<file path="src/hdl/srie_pkg.sv">
// Types, constants and opcode helpers for the six-register executor
package srie_pkg;

	localparam int NUM_REGS  = 6;
	localparam int REG_IDX_W = $clog2(NUM_REGS);
	localparam int DATA_W    = 32;
	localparam int DIV_CNT_W = $clog2(DATA_W);
	localparam int OPC_W     = 5;
	localparam int DEST_W    = 3;
	localparam int IPIDX_W   = 3;
	localparam int PLEN_W    = 16;

	typedef enum logic [OPC_W-1:0] {
		OP_ADDR = 5'd0,
		OP_ADDI = 5'd1,
		OP_MULR = 5'd2,
		OP_MULI = 5'd3,
		OP_BANR = 5'd4,
		OP_BANI = 5'd5,
		OP_BORR = 5'd6,
		OP_BORI = 5'd7,
		OP_SETR = 5'd8,
		OP_SETI = 5'd9,
		OP_GTIR = 5'd10,
		OP_GTRI = 5'd11,
		OP_GTRR = 5'd12,
		OP_EQIR = 5'd13,
		OP_EQRI = 5'd14,
		OP_EQRR = 5'd15,
		OP_DIVR = 5'd16,
		OP_DIVI = 5'd17
	} srie_op_t;

	typedef enum logic {
		CFG_IP_INDEX = 1'b0,
		CFG_PROG_LEN = 1'b1
	} srie_cfg_t;

	typedef enum logic [1:0] {
		ST_IDLE,
		ST_EXEC,
		ST_DIV,
		ST_WB
	} srie_state_t;

	typedef struct packed {
		logic [OPC_W-1:0]  opcode;
		logic [DATA_W-1:0] operand_a;
		logic [DATA_W-1:0] operand_b;
		logic [DEST_W-1:0] dest_index;
	} srie_in_t;

	typedef struct packed {
		logic [DATA_W-1:0] next_ip;
		logic [DATA_W-1:0] written_value;
		logic              halted;
		logic              bad_index;
		logic              divide_by_zero;
		logic              watch_hit;
		logic [DATA_W-1:0] watch_value;
	} srie_out_t;

	// controller -> datapath
	typedef struct packed {
		logic accept;
		logic exec;
		logic div_wr;
		logic wb;
	} srie_cmd_t;

	// datapath -> controller
	typedef struct packed {
		logic div_op;
		logic div_done;
		logic out_free;
	} srie_stat_t;

	function automatic logic op_reads_a(input logic [OPC_W-1:0] op);
		logic r;
		case (srie_op_t'(op))
			OP_ADDR, OP_ADDI, OP_MULR, OP_MULI, OP_BANR, OP_BANI, OP_BORR, OP_BORI,
			OP_SETR, OP_GTRI, OP_GTRR, OP_EQRI, OP_EQRR, OP_DIVR, OP_DIVI: r = 1'b1;
			default: r = 1'b0;
		endcase
		return r;
	endfunction

	function automatic logic op_reads_b(input logic [OPC_W-1:0] op);
		logic r;
		case (srie_op_t'(op))
			OP_ADDR, OP_MULR, OP_BANR, OP_BORR, OP_GTIR, OP_GTRR, OP_EQIR, OP_EQRR,
			OP_DIVR: r = 1'b1;
			default: r = 1'b0;
		endcase
		return r;
	endfunction

	function automatic logic op_defined(input logic [OPC_W-1:0] op);
		return op <= OPC_W'(OP_DIVI);
	endfunction

endpackage

</file>
<file path="src/hdl/srie_div.sv">
// Radix-2 restoring divider, one quotient bit per cycle
module srie_div (
	input  logic                        clk,
	input  logic                        arst_n,
	input  logic                        start,
	input  logic [srie_pkg::DATA_W-1:0] dividend,
	input  logic [srie_pkg::DATA_W-1:0] divisor,
	output logic                        done,
	output logic [srie_pkg::DATA_W-1:0] quotient
);
	import srie_pkg::*;

	logic                 busy_q;
	logic                 done_q;
	logic [DIV_CNT_W-1:0] cnt_q;
	logic [DATA_W-1:0]    rem_q;
	logic [DATA_W-1:0]    quo_q;
	logic [DATA_W-1:0]    dvs_q;
	logic [DATA_W:0]      shifted;
	logic [DATA_W:0]      diff;
	logic                 qbit;
	logic [DATA_W-1:0]    nrem;

	always_comb begin
		shifted = {rem_q, quo_q[DATA_W-1]};
		diff    = shifted - {1'b0, dvs_q};
		qbit    = ~diff[DATA_W];
		nrem    = qbit ? diff[DATA_W-1:0] : shifted[DATA_W-1:0];
	end

	always_ff @(posedge clk or negedge arst_n) begin
		if (!arst_n) begin
			busy_q <= 1'b0;
			done_q <= 1'b0;
			cnt_q  <= '0;
		end else if (start) begin
			busy_q <= 1'b1;
			done_q <= 1'b0;
			cnt_q  <= '0;
		end else if (busy_q) begin
			cnt_q <= cnt_q + 1'b1;
			if (cnt_q == DIV_CNT_W'(DATA_W - 1)) begin
				busy_q <= 1'b0;
				done_q <= 1'b1;
			end
		end else begin
			done_q <= 1'b0;
		end
	end

	always_ff @(posedge clk) begin
		if (start) begin
			rem_q <= '0;
			quo_q <= dividend;
			dvs_q <= divisor;
		end else if (busy_q) begin
			rem_q <= nrem;
			quo_q <= {quo_q[DATA_W-2:0], qbit};
		end
	end

	assign done     = done_q;
	assign quotient = quo_q;

endmodule

</file>
<file path="src/hdl/srie_datapath.sv">
// Register file, ALU, divider, config registers and result register
module srie_datapath (
	input  logic                         clk,
	input  logic                         arst_n,
	input  srie_pkg::srie_cmd_t          cmd,
	output srie_pkg::srie_stat_t         stat,
	input  srie_pkg::srie_in_t           instr,
	output logic                         result_valid,
	input  logic                         result_ready,
	output srie_pkg::srie_out_t          result,
	input  logic                         cfg_valid,
	input  srie_pkg::srie_cfg_t          cfg_index,
	input  logic [srie_pkg::PLEN_W-1:0]  cfg_data
);
	import srie_pkg::*;

	localparam logic [DATA_W-1:0] NREGS = DATA_W'(NUM_REGS);

	// config
	logic [IPIDX_W-1:0] ip_idx_q;
	logic [PLEN_W-1:0]  plen_q;

	// instruction held for execution
	logic [OPC_W-1:0]  op_q;
	logic [DATA_W-1:0] a_q;
	logic [DATA_W-1:0] b_q;
	logic [DEST_W-1:0] c_q;

	// register file
	logic [DATA_W-1:0]    mem_q [NUM_REGS];
	logic [NUM_REGS-1:0]  vld_q;
	logic                 we;
	logic [REG_IDX_W-1:0] wa;
	logic [DATA_W-1:0]    wd;
	logic                 rea;
	logic [REG_IDX_W-1:0] ra;
	logic [REG_IDX_W-1:0] rb;
	logic [DATA_W-1:0]    rda_q;
	logic [DATA_W-1:0]    rdb_q;

	// execute
	logic                 a_ok, b_ok, c_ok, ip_ok;
	logic [REG_IDX_W-1:0] c_addr, ip_addr;
	logic [DATA_W-1:0]    va, vb, mul_rhs, prod, divisor, alu_wv;
	logic                 is_div, div_zero, div_op;
	logic                 bad, watch;
	logic [DATA_W-1:0]    wval;
	logic                 div_done;
	logic [DATA_W-1:0]    quotient;

	// results of execute
	logic [DATA_W-1:0] wv_q;
	logic              bad_q, dz_q, watch_q;
	logic [DATA_W-1:0] wval_q;
	logic [DATA_W-1:0] nip;

	srie_out_t res_q;
	logic      res_vld_q;

	always_ff @(posedge clk or negedge arst_n) begin
		if (!arst_n) begin
			ip_idx_q <= '0;
			plen_q   <= '0;
		end else if (cfg_valid) begin
			case (cfg_index)
				CFG_IP_INDEX: ip_idx_q <= cfg_data[IPIDX_W-1:0];
				CFG_PROG_LEN: plen_q   <= cfg_data;
				default: ;
			endcase
		end
	end

	always_ff @(posedge clk) begin
		if (cmd.accept) begin
			op_q <= instr.opcode;
			a_q  <= instr.operand_a;
			b_q  <= instr.operand_b;
			c_q  <= instr.dest_index;
		end
	end

	assign a_ok    = a_q < NREGS;
	assign b_ok    = b_q < NREGS;
	assign c_ok    = DATA_W'(c_q) < NREGS;
	assign ip_ok   = DATA_W'(ip_idx_q) < NREGS;
	assign c_addr  = c_ok ? REG_IDX_W'(c_q) : '0;
	assign ip_addr = ip_ok ? REG_IDX_W'(ip_idx_q) : '0;

	// out-of-range operands read as zero
	assign va = a_ok ? rda_q : '0;
	assign vb = b_ok ? rdb_q : '0;

	assign mul_rhs = (srie_op_t'(op_q) == OP_MULR) ? vb : b_q;
	assign prod    = va * mul_rhs;
	assign is_div  = (srie_op_t'(op_q) == OP_DIVR) || (srie_op_t'(op_q) == OP_DIVI);
	assign divisor = (srie_op_t'(op_q) == OP_DIVR) ? vb : b_q;
	assign div_zero = divisor == '0;
	assign div_op  = is_div && !div_zero;

	always_comb begin
		case (srie_op_t'(op_q))
			OP_ADDR: alu_wv = va + vb;
			OP_ADDI: alu_wv = va + b_q;
			OP_MULR, OP_MULI: alu_wv = prod;
			OP_BANR: alu_wv = va & vb;
			OP_BANI: alu_wv = va & b_q;
			OP_BORR: alu_wv = va | vb;
			OP_BORI: alu_wv = va | b_q;
			OP_SETR: alu_wv = va;
			OP_SETI: alu_wv = a_q;
			OP_GTIR: alu_wv = {{(DATA_W-1){1'b0}}, a_q > vb};
			OP_GTRI: alu_wv = {{(DATA_W-1){1'b0}}, va > b_q};
			OP_GTRR: alu_wv = {{(DATA_W-1){1'b0}}, va > vb};
			OP_EQIR: alu_wv = {{(DATA_W-1){1'b0}}, a_q == vb};
			OP_EQRI: alu_wv = {{(DATA_W-1){1'b0}}, va == b_q};
			OP_EQRR: alu_wv = {{(DATA_W-1){1'b0}}, va == vb};
			OP_DIVR, OP_DIVI: alu_wv = div_zero ? '1 : '0;
			default: alu_wv = '0;
		endcase
	end

	assign bad = (op_reads_a(op_q) && !a_ok) || (op_reads_b(op_q) && !b_ok) ||
		(op_defined(op_q) && !c_ok) || !ip_ok;
	assign watch = (srie_op_t'(op_q) == OP_EQRR) && (a_q == '0 || b_q == '0);
	// the register compared against r0
	assign wval = (a_q == '0) ? vb : va;

	srie_div u_div (
		.clk      (clk),
		.arst_n   (arst_n),
		.start    (cmd.exec && div_op),
		.dividend (va),
		.divisor  (divisor),
		.done     (div_done),
		.quotient (quotient)
	);

	// single write port: dest in execute (or at divide end), ip in writeback
	always_comb begin
		we = 1'b0;
		wa = c_addr;
		wd = alu_wv;
		if (cmd.exec) begin
			we = !div_op && op_defined(op_q) && c_ok;
		end
		if (cmd.div_wr) begin
			we = c_ok;
			wd = quotient;
		end
		if (cmd.wb) begin
			we = ip_ok;
			wa = ip_addr;
			wd = nip;
		end
	end

	// port A reads operand a on accept, the ip register once dest is written
	assign rea = cmd.accept || (cmd.exec && !div_op) || cmd.div_wr;
	assign ra  = cmd.accept ?
		((instr.operand_a < NREGS) ? instr.operand_a[REG_IDX_W-1:0] : '0) : ip_addr;
	assign rb  = (instr.operand_b < NREGS) ? instr.operand_b[REG_IDX_W-1:0] : '0;

	always_ff @(posedge clk) begin
		if (we) begin
			mem_q[wa] <= wd;
		end
	end

	always_ff @(posedge clk or negedge arst_n) begin
		if (!arst_n) begin
			vld_q <= '0;
		end else if (we) begin
			vld_q[wa] <= 1'b1;
		end
	end

	// write-first read ports; unwritten entries read as zero
	always_ff @(posedge clk) begin
		if (rea) begin
			if (we && wa == ra) begin
				rda_q <= wd;
			end else begin
				rda_q <= vld_q[ra] ? mem_q[ra] : '0;
			end
		end
		if (cmd.accept) begin
			if (we && wa == rb) begin
				rdb_q <= wd;
			end else begin
				rdb_q <= vld_q[rb] ? mem_q[rb] : '0;
			end
		end
	end

	always_ff @(posedge clk) begin
		if (cmd.exec) begin
			wv_q    <= alu_wv;
			bad_q   <= bad;
			dz_q    <= is_div && div_zero;
			watch_q <= watch;
			wval_q  <= watch ? wval : '0;
		end else if (cmd.div_wr) begin
			wv_q <= quotient;
		end
	end

	assign nip = ip_ok ? rda_q + 1'b1 : '0;

	always_ff @(posedge clk or negedge arst_n) begin
		if (!arst_n) begin
			res_vld_q <= 1'b0;
		end else if (cmd.wb) begin
			res_vld_q <= 1'b1;
		end else if (result_ready) begin
			res_vld_q <= 1'b0;
		end
	end

	always_ff @(posedge clk) begin
		if (cmd.wb) begin
			res_q.next_ip        <= nip;
			res_q.written_value  <= wv_q;
			res_q.halted         <= nip >= DATA_W'(plen_q);
			res_q.bad_index      <= bad_q;
			res_q.divide_by_zero <= dz_q;
			res_q.watch_hit      <= watch_q;
			res_q.watch_value    <= wval_q;
		end
	end

	assign result_valid  = res_vld_q;
	assign result        = res_q;
	assign stat.div_op   = div_op;
	assign stat.div_done = div_done;
	assign stat.out_free = !res_vld_q || result_ready;

endmodule

</file>
<file path="src/hdl/srie_ctrl.sv">
// Sequencing state machine: accept, execute, divide wait, writeback
module srie_ctrl (
	input  logic                 clk,
	input  logic                 arst_n,
	input  logic                 instr_valid,
	output logic                 instr_ready,
	input  srie_pkg::srie_stat_t stat,
	output srie_pkg::srie_cmd_t  cmd
);
	import srie_pkg::*;

	srie_state_t state_q, state_nxt;

	always_ff @(posedge clk or negedge arst_n) begin
		if (!arst_n) begin
			state_q <= ST_IDLE;
		end else begin
			state_q <= state_nxt;
		end
	end

	always_comb begin
		state_nxt = state_q;
		case (state_q)
			ST_IDLE: begin
				if (instr_valid) state_nxt = ST_EXEC;
			end
			ST_EXEC: begin
				state_nxt = stat.div_op ? ST_DIV : ST_WB;
			end
			ST_DIV: begin
				if (stat.div_done) state_nxt = ST_WB;
			end
			ST_WB: begin
				if (stat.out_free) state_nxt = instr_valid ? ST_EXEC : ST_IDLE;
			end
			default: state_nxt = ST_IDLE;
		endcase
	end

	// next beat is taken while the finished one goes out
	always_comb begin
		instr_ready = 1'b0;
		cmd         = '0;
		case (state_q)
			ST_IDLE: instr_ready = 1'b1;
			ST_EXEC: cmd.exec = 1'b1;
			ST_DIV:  cmd.div_wr = stat.div_done;
			ST_WB: begin
				instr_ready = stat.out_free;
				cmd.wb      = stat.out_free;
			end
			default: ;
		endcase
		cmd.accept = instr_valid && instr_ready;
	end

endmodule

</file>
<file path="src/hdl/six_register_instruction_executor.sv">
// Top level of the six-register instruction executor
//
// instr channel (valid/ready): one instruction per beat: opcode, operands a and b,
// destination index. result channel (valid/ready): one result beat per instruction,
// in order: next_ip, written_value and the halt/fault/watch flags.
// cfg channel (valid/ready, always ready): index 0 binds the ip register, index 1
// sets the program length. Write it only while no instruction is in flight.
// An instruction is registered on accept, executed, and its result registered in
// writeback. New instructions are taken only in idle or writeback, alternating with
// execute, bounded by the single write port of the register file. A divide with
// nonzero divisor waits in the radix-2 divider, one quotient bit per cycle.
// Reset marks all registers unwritten so they read as zero, and clears the config to zero; nothing is in flight.
// When the receiver stalls, the result holds in the output register, the block
// stops in writeback and takes no new instruction until the result drains.
module six_register_instruction_executor (
	input  logic                        clk,
	input  logic                        arst_n,
	input  logic                        instr_valid,
	output logic                        instr_ready,
	input  srie_pkg::srie_in_t          instr,
	output logic                        result_valid,
	input  logic                        result_ready,
	output srie_pkg::srie_out_t         result,
	input  logic                        cfg_valid,
	output logic                        cfg_ready,
	input  srie_pkg::srie_cfg_t         cfg_index,
	input  logic [srie_pkg::PLEN_W-1:0] cfg_data
);
	import srie_pkg::*;

	srie_cmd_t  cmd;
	srie_stat_t stat;

	assign cfg_ready = 1'b1;

	srie_ctrl u_ctrl (
		.clk         (clk),
		.arst_n      (arst_n),
		.instr_valid (instr_valid),
		.instr_ready (instr_ready),
		.stat        (stat),
		.cmd         (cmd)
	);

	srie_datapath u_dp (
		.clk          (clk),
		.arst_n       (arst_n),
		.cmd          (cmd),
		.stat         (stat),
		.instr        (instr),
		.result_valid (result_valid),
		.result_ready (result_ready),
		.result       (result),
		.cfg_valid    (cfg_valid && cfg_ready),
		.cfg_index    (cfg_index),
		.cfg_data     (cfg_data)
	);

endmodule

</file>
<file path="config.mk">
export PLATFORM = sky130hd
export DESIGN_NAME = six_register_instruction_executor
export DESIGN_NICKNAME = d
export VERILOG_FILES = /design/src/hdl/srie_pkg.sv /design/src/hdl/srie_div.sv /design/src/hdl/srie_datapath.sv /design/src/hdl/srie_ctrl.sv /design/src/hdl/six_register_instruction_executor.sv
export SDC_FILE = /design/constraint.sdc
export NUM_CORES = 2
export LEC_CHECK = 0
export BUFFER_PORTS_ARGS = -buffer_cell sky130_fd_sc_hd__buf_4
export CAP_MARGIN = 20
export CORE_MARGIN = 8
export CORE_UTILIZATION = 54
export DETAILED_ROUTE_END_ITERATION = 12
export PLACE_DENSITY_LB_ADDON = 0.12
export RECOVER_POWER = 50
export SETUP_SLACK_MARGIN = 0.02
export SYNTH_ARGS = -nofsm -noshare
export SYNTH_HDL_FRONTEND = slang
export SYNTH_SLANG_ARGS = --single-unit
export TNS_END_PERCENT = 100
</file>
<file path="constraint.sdc">
create_clock -name clk -period 28.5 [get_ports clk]
set_clock_uncertainty 0.05 [all_clocks]
set_input_delay 1.425 -clock clk [delete_from_list [all_inputs] [get_ports clk]]
set_output_delay 1.425 -clock clk [all_outputs]
set_load 0.1 [all_outputs]
</file>
Word-level counts from Yosys, hierarchy flattened
Memories as Yosys holds them, arrays and structs flattened. A register that Yosys moved wholly into a read port is not among the register bits. Cells that the tools add are included.

Register bits: 434. Memory bits (writable): 192. ROM bits: 64. Input bits: 94. Output and inout port bits: 103. Word-level logic and storage cells: 190. Memories: 3.

Memory list: u_dp.mem_q (depth 6, width 32, read ports 2, clocked after memory_dff 0, wr ports 1, RTL line srie_datapath.sv:30) `logic [DATA_W-1:0] mem_q [NUM_REGS];`; (no name shown) (depth 32, width 1, read ports 1, clocked after memory_dff 1, wr ports 0, RTL line srie_pkg.sv:90) `case (srie_op_t'(op))`; (no name shown) (depth 32, width 1, read ports 1, clocked after memory_dff 1, wr ports 0, RTL line srie_pkg.sv:80) `case (srie_op_t'(op))`.

Add/subtract/negate cells: 5. $mul: 1. Magnitude comparators: 15. Eq/ne operators: 30. Mux-type cells: 58. Bitwise logic cells: 7. Reductions and logical operators: 42.

Operators with widths (count): 32-bit two-way mux (18); 32-bit one-hot mux with 16 select lines (1); 32-bit by 3-bit < comparator with 1-bit output, second input constant (4); 32-bit equality test (3); 32-bit greater-than comparator (3); 32-bit logical NOT (3); 32-bit adder (2); 32-bit AND (2); 32-bit OR (2); 5-bit by 4-bit equality test with 1-bit output, second input constant (8); 33-bit by 32-bit subtractor with 33-bit output (1); 32-bit by 1-bit adder with 32-bit output, second input constant (1); 32-bit by 16-bit greater-or-equal comparator with 1-bit output (1); 32-bit by 32-bit multiplier with 32-bit output (1); 1-bit two-way mux (21); 5-bit by 3-bit equality test with 1-bit output, second input constant (4); 5-bit two-way mux (4); 3-bit two-way mux (6); 5-bit equality test, second input constant (3); 1-bit logical AND (14); 3-bit by 4-bit < comparator with 1-bit output, second input constant (3); 5-bit by 2-bit equality test with 1-bit output, second input constant (2); 1-bit logical OR (8); 2-bit one-hot mux with 4 select lines (1); other kinds (24) (42).

Depth between registers and ports, before layout
Word-level depth: 14. Depth in mapped cells: 39.

Cells and area by module
From an unflattened synthesis, not the netlist that was laid out.

Cell total of the unflattened synthesis: 5289. Area total of the unflattened synthesis: 51782.2 µm².

By module, submodules not included: srie_datapath (times used 1, cells each 4740, area an instance 45761.4 µm², seq. area each 15554.9 µm²); srie_div (times used 1, cells each 526, area an instance 5818.1 µm², seq. area each 2737.6 µm²); srie_ctrl (times used 1, cells each 21, area an instance 191.4 µm², seq. area each 50.0 µm²); six_register_instruction_executor (times used 1, cells each 2, area an instance 11.3 µm², seq. area each 0.0 µm²).

Worst setup path before layout
Ideal clock, no wire load.

Path kind: reg2reg. Start: register u_dp.b_q[12]. End: memory u_dp.mem_q[0][30], data pin. Arrival: 9.274 ns. Path slack: 18.889 ns. Cell stages (with the launch flop): 39. Path buffers: 4. Clock period less this slack: 9.611 ns. Cells stage by stage: edfxtp_1 -> nor4_2 -> nand4_2 -> nor3_2 -> buf_4 -> clkbuf_1 -> buf_1 -> nand2_1 -> nor2_1 -> a21oi_1 -> clkbuf_1 -> nor2_1 -> fa_1 -> fa_1 -> fa_1 -> inv_1 -> fa_1 -> inv_1 -> [3 not listed] -> inv_1 -> fa_1 -> fa_1 -> ha_1 -> a21o_1 -> a21o_1 -> a21o_1 -> a21o_1 -> a21o_1 -> a21o_1 -> a221oi_1 -> o21a_1 -> o21ba_2 -> mux2i_1 -> a211oi_1 -> a21oi_1 -> a21oi_1 -> inv_1.

Word-level cells in the longest chain between the ends: 8. Elaborated cells on any way between the ends: 14. Classes of those cells: add/sub: 2; mul: 1; order compare: 1; mux: 7; bitwise: 2; reduce/logical: 1.

RTL lines: from (decl) (RTL line srie_datapath.sv:26) `logic [DATA_W-1:0] b_q;`; from (signal assigned) (RTL line srie_datapath.sv:77) `b_q <= instr.operand_b;`; branches (longest 5 deep; another with 32-bit by 3-bit < comparator with 1-bit output); 32-bit one-hot mux with 16 select lines * (RTL line srie_datapath.sv:101) `case (srie_op_t'(op_q))`; 32-bit two-way mux * (RTL line srie_datapath.sv:146) `if (cmd.div_wr) begin`; 32-bit two-way mux * (RTL line srie_datapath.sv:150) `if (cmd.wb) begin`; via u_dp.wd[30] (RTL line srie_datapath.sv:34) `logic [DATA_W-1:0] wd;`; to (decl) (RTL line srie_datapath.sv:30).

Mark *: on every way through the listed nets, which the timed path passes.

Final worst setup path
Start: register u_dp.b_q[9]. End: register u_dp.rdb_q[22], data pin.

Elaborated cells on any way between the ends: 24. Classes of those cells: add/sub: 2; mul: 1; order compare: 1; mux: 11; bitwise: 2; reduce/logical: 7.

RTL lines: branches (longest 5 deep; another with 32-bit by 3-bit < comparator with 1-bit output); 32-bit one-hot mux with 16 select lines * (RTL line srie_datapath.sv:101); 32-bit two-way mux * (RTL line srie_datapath.sv:146); 32-bit two-way mux * (RTL line srie_datapath.sv:150); via u_dp.wd[22] (RTL line srie_datapath.sv:34); 32-bit two-way mux * (RTL line srie_datapath.sv:187) `if (we && wa == rb) begin`; to (signal assigned) (RTL line srie_datapath.sv:188) `rdb_q <= wd;`; to (signal assigned) (RTL line srie_datapath.sv:190) `rdb_q <= vld_q[rb] ? mem_q[rb] : '0;`; to (decl) (RTL line srie_datapath.sv:39) `logic [DATA_W-1:0] rdb_q;`.

Marked as above. A chain may end at the register's enable or synchronous reset.

==> impl_metrics.toml <==
[clock_network]
cts_root_buffer = "clkbuf_16"
path_clk_slew_ns = 0.06
clock_path_buffers = 3
cts.sinks = 628
cts.repair.resized = 0
hold_buffers = 0
insertion_delay_ns = 0.68
cts_tree = "yes"
cts_setup_buffers = 0
ctsHtreeMaxLevel = 3
cts_buffers = 74

[yosys]
avgSynthCellArea_um2 = 9.44
synth-edff-count = 559
syn_nets = 6259
yosys.area_share.simple = 0.151
synthMuxAreaShare = 0.0252
synth-seq-cells = 628
synthXorXnorAreaFrac = 0.0300
synth_flop_cell = "edfxtp_1"
yosysSeqAreaShare = 0.357
yosysUniqueCellTypes = 90
synth_async_sr_flop_share = 0.0557
synth_cells = 5446
synth_fa_ha_area_frac = 0.235
synth_top_family_by_area = "adder cells"
ys.warnings.count = 0
synth_compound_area_frac = 0.138
synth_area_um2 = 51400

[sta]
fmax_ghz = 0.0695
setup_viol_count_final = 0
final_max_slew_viol_count = 632
hold_violations = 0
fin_crit_sh = 0.505
rsz0062_at_grt = "false"
finalSetupTns_ns = 0
relSlewSlack = -1.52
worst_pin_slew_ns = 3.78
min_period_ns = 14.38

[global_routing]
grt_pass1_wl_um = 296000
grt_max_degree = 67
antenna_found_initial = 9
grt_pass1_vias = 42700
grt_overflow = 0
track_usage = 0.382

[outcome]
violations = "max-capacitance violations, max-slew violations"
status = "complete, but fails checks"

[floorplan]
die_width_um = 324
die_h_um = 324
boundaryPins = 197
num_rows = 113
dieArea_um2 = 105000
initial_core_util = 0.542
core_um2 = 94700

[worst_setup_path]
cp_common_cell = "fa_1"
worstSetupPathType = "reg2reg"
arrival_ns = 14.87
slowest_stage = "clkbuf_1"
critPathMaxFanout = 57
critPathRequiredTime_ns = 28.99
end_kind = "flip-flop"
startpoint_type = "flip-flop"
slowest_delay_ns = 2.20

[route]
routed_wl_um = 207000
dr.pass1.iters = 8
drc_errors = 0
vias = 43900
wl_met2_um = 92800
ant_nets = 0
drt_iter0_markers = 5596
met1_length_um = 75300
met3_length_um = 23100
viasPerCell = 6.38
wire_per_inst_um = 30.0
top_layer_used = "met5"

[placement]
io_buffers = 195
place_congestion = 1.06
hpwl_um = 155000

[power_and_ir_drop]
p_leak_nw = 23.9
power.density_nw_per_um2 = 82.1
power.total_mw = 4.62
vdd_ir_drop_max_mv = 0.0788

[cells_and_area]
fin_nets = 6368
layout-drive-gt1-share = 0.0630
layout_commonest_cell = "nor2_1"
area_growth_pct = 9.51
layout_common_cells = "nor2_1, nand2_1, inv_1"
nFillCells = 8324

[run]
max_cap_violations = 15

[hold_path]
hp-class = "reg2reg"
## registers in the layout (all words and copies together) (netlist names), 5 cells and up, named ones only
register	flops
u_dp.mem_q	192
u_dp.result	100
u_dp.a_q	32
u_dp.b_q	32
u_dp.rda_q	32
u_dp.rdb_q	32
u_dp.u_div.dvs_q	32
u_dp.u_div.quotient	32
u_dp.u_div.rem_q	32
u_dp.wv_q	32
u_dp.wval_q	32
u_dp.plen_q	16
u_dp.vld_q	6
u_dp.op_q	5
u_dp.u_div.cnt_q	5
## path summary, 6_finish.rpt
kind / cells past startpoint / start / slack, ns / endpoint
min: 0 / u_dp.wval_q[7]$_SDFFCE_PN0P_ / 0.36 / u_dp.result[7]$_DFFE_PP_
max reg2reg: 33 / u_dp.b_q[9]$_DFFE_PP_ / 14.12 / u_dp.rdb_q[22]$_DFFE_PP_
min in group asynchronous: 1 / arst_n / 1.45 / u_dp.plen_q[9]$_DFFE_PN0P_
max: 33 / u_dp.b_q[9]$_DFFE_PP_ / 14.12 / u_dp.rdb_q[22]$_DFFE_PP_
max in group asynchronous: 1 / arst_n / 25.29 / u_dp.u_div.busy_q$_DFF_PN0_
min reg2reg: 0 / u_dp.wval_q[7]$_SDFFCE_PN0P_ / 0.36 / u_dp.result[7]$_DFFE_PP_
## cell usage after synthesis, drive strengths merged (98+ instances only)
library cell | count | area share
nor2 | 691 | 0.051
nand2 | 671 | 0.049
inv | 567 | 0.041
edfxtp | 559 | 0.33
fa | 410 | 0.16
o21ai | 365 | 0.036
ha | 309 | 0.075
a21oi | 295 | 0.029
clkbuf | 249 | 0.018
xnor2 | 109 | 0.019
nand3 | 104 | 0.010
mux2i | 98 | 0.019
## area by class of cell
cell class / count / area [um^2] / area share
Antenna cell: 2 / 5.00 / 0.0000889
Clock buffer: 92 / 1990 / 0.0354
Clock inverter: 46 / 538 / 0.00956
Inverter: 578 / 2170 / 0.0386
Multi-Input combinational cell: 3957 / 29900 / 0.532
Sequential cell: 628 / 18300 / 0.326
Tap cell: 1265 / 1580 / 0.0281
Timing Repair Buffer: 316 / 1710 / 0.0304
## critical path: cells and delay by family (launching register included)
family                     cells  cell delay (ns)
AOI/OAI and AO/OA             11             3.51
xor gates and xnor gates       1             0.56
adders and majority gates      9             3.92
buffers and inverters          5             2.44
DFF                            1             0.51
and+or+nand+nor                7             3.19
## where the power goes
| group | total (mW) | internal (mW) | switching, mW |
|---|---|---|---|
| Clock | 0.970 | 0.561 | 0.408 |
| Sequential | 1.69 | 1.43 | 0.255 |
| Combinational | 1.97 | 0.511 | 1.46 |
| Total | 4.62 | 2.50 | 2.12 |
## kinds of logic (layout without fill, tap and decap cells)
family,count (synthesis),after routing
flip-flops,628,628
adder cells (fa/ha/maj),719,719
XOR/XNOR,168,168
buffers and inverters,861,1032
AND/OR/NAND/NOR,1794,1794
other,1,3
multiplexers,126,126
AO/OA/AOI/OAI,1149,1149
## per-stage QoR
stage          hold WS [ns]  std cells  area [um^2]  utilization  setup WS [ns]
6_report              0.358       6884        56300        0.594          14.12
5_1_grt               0.364       6882        56300        0.594          13.59
4_1_cts               0.357       6881        57000        0.601          17.18
3_5_place_dp          0.355       6743        54400        0.575          17.22
3_3_place_gp          0.351       6742        54400        0.575          17.37
2_1_floorplan         0.350       5446        51400            -          18.89
## layer usage
layer / global-route usage / up-vias
met2: 0.598 / 2636
met4: 0.232 / 6
met1: 0.477 / 21700
met5: 0 / -
li1: - / 18900
met3: 0.0962 / 695
Power figures use the tool's default switching activity.
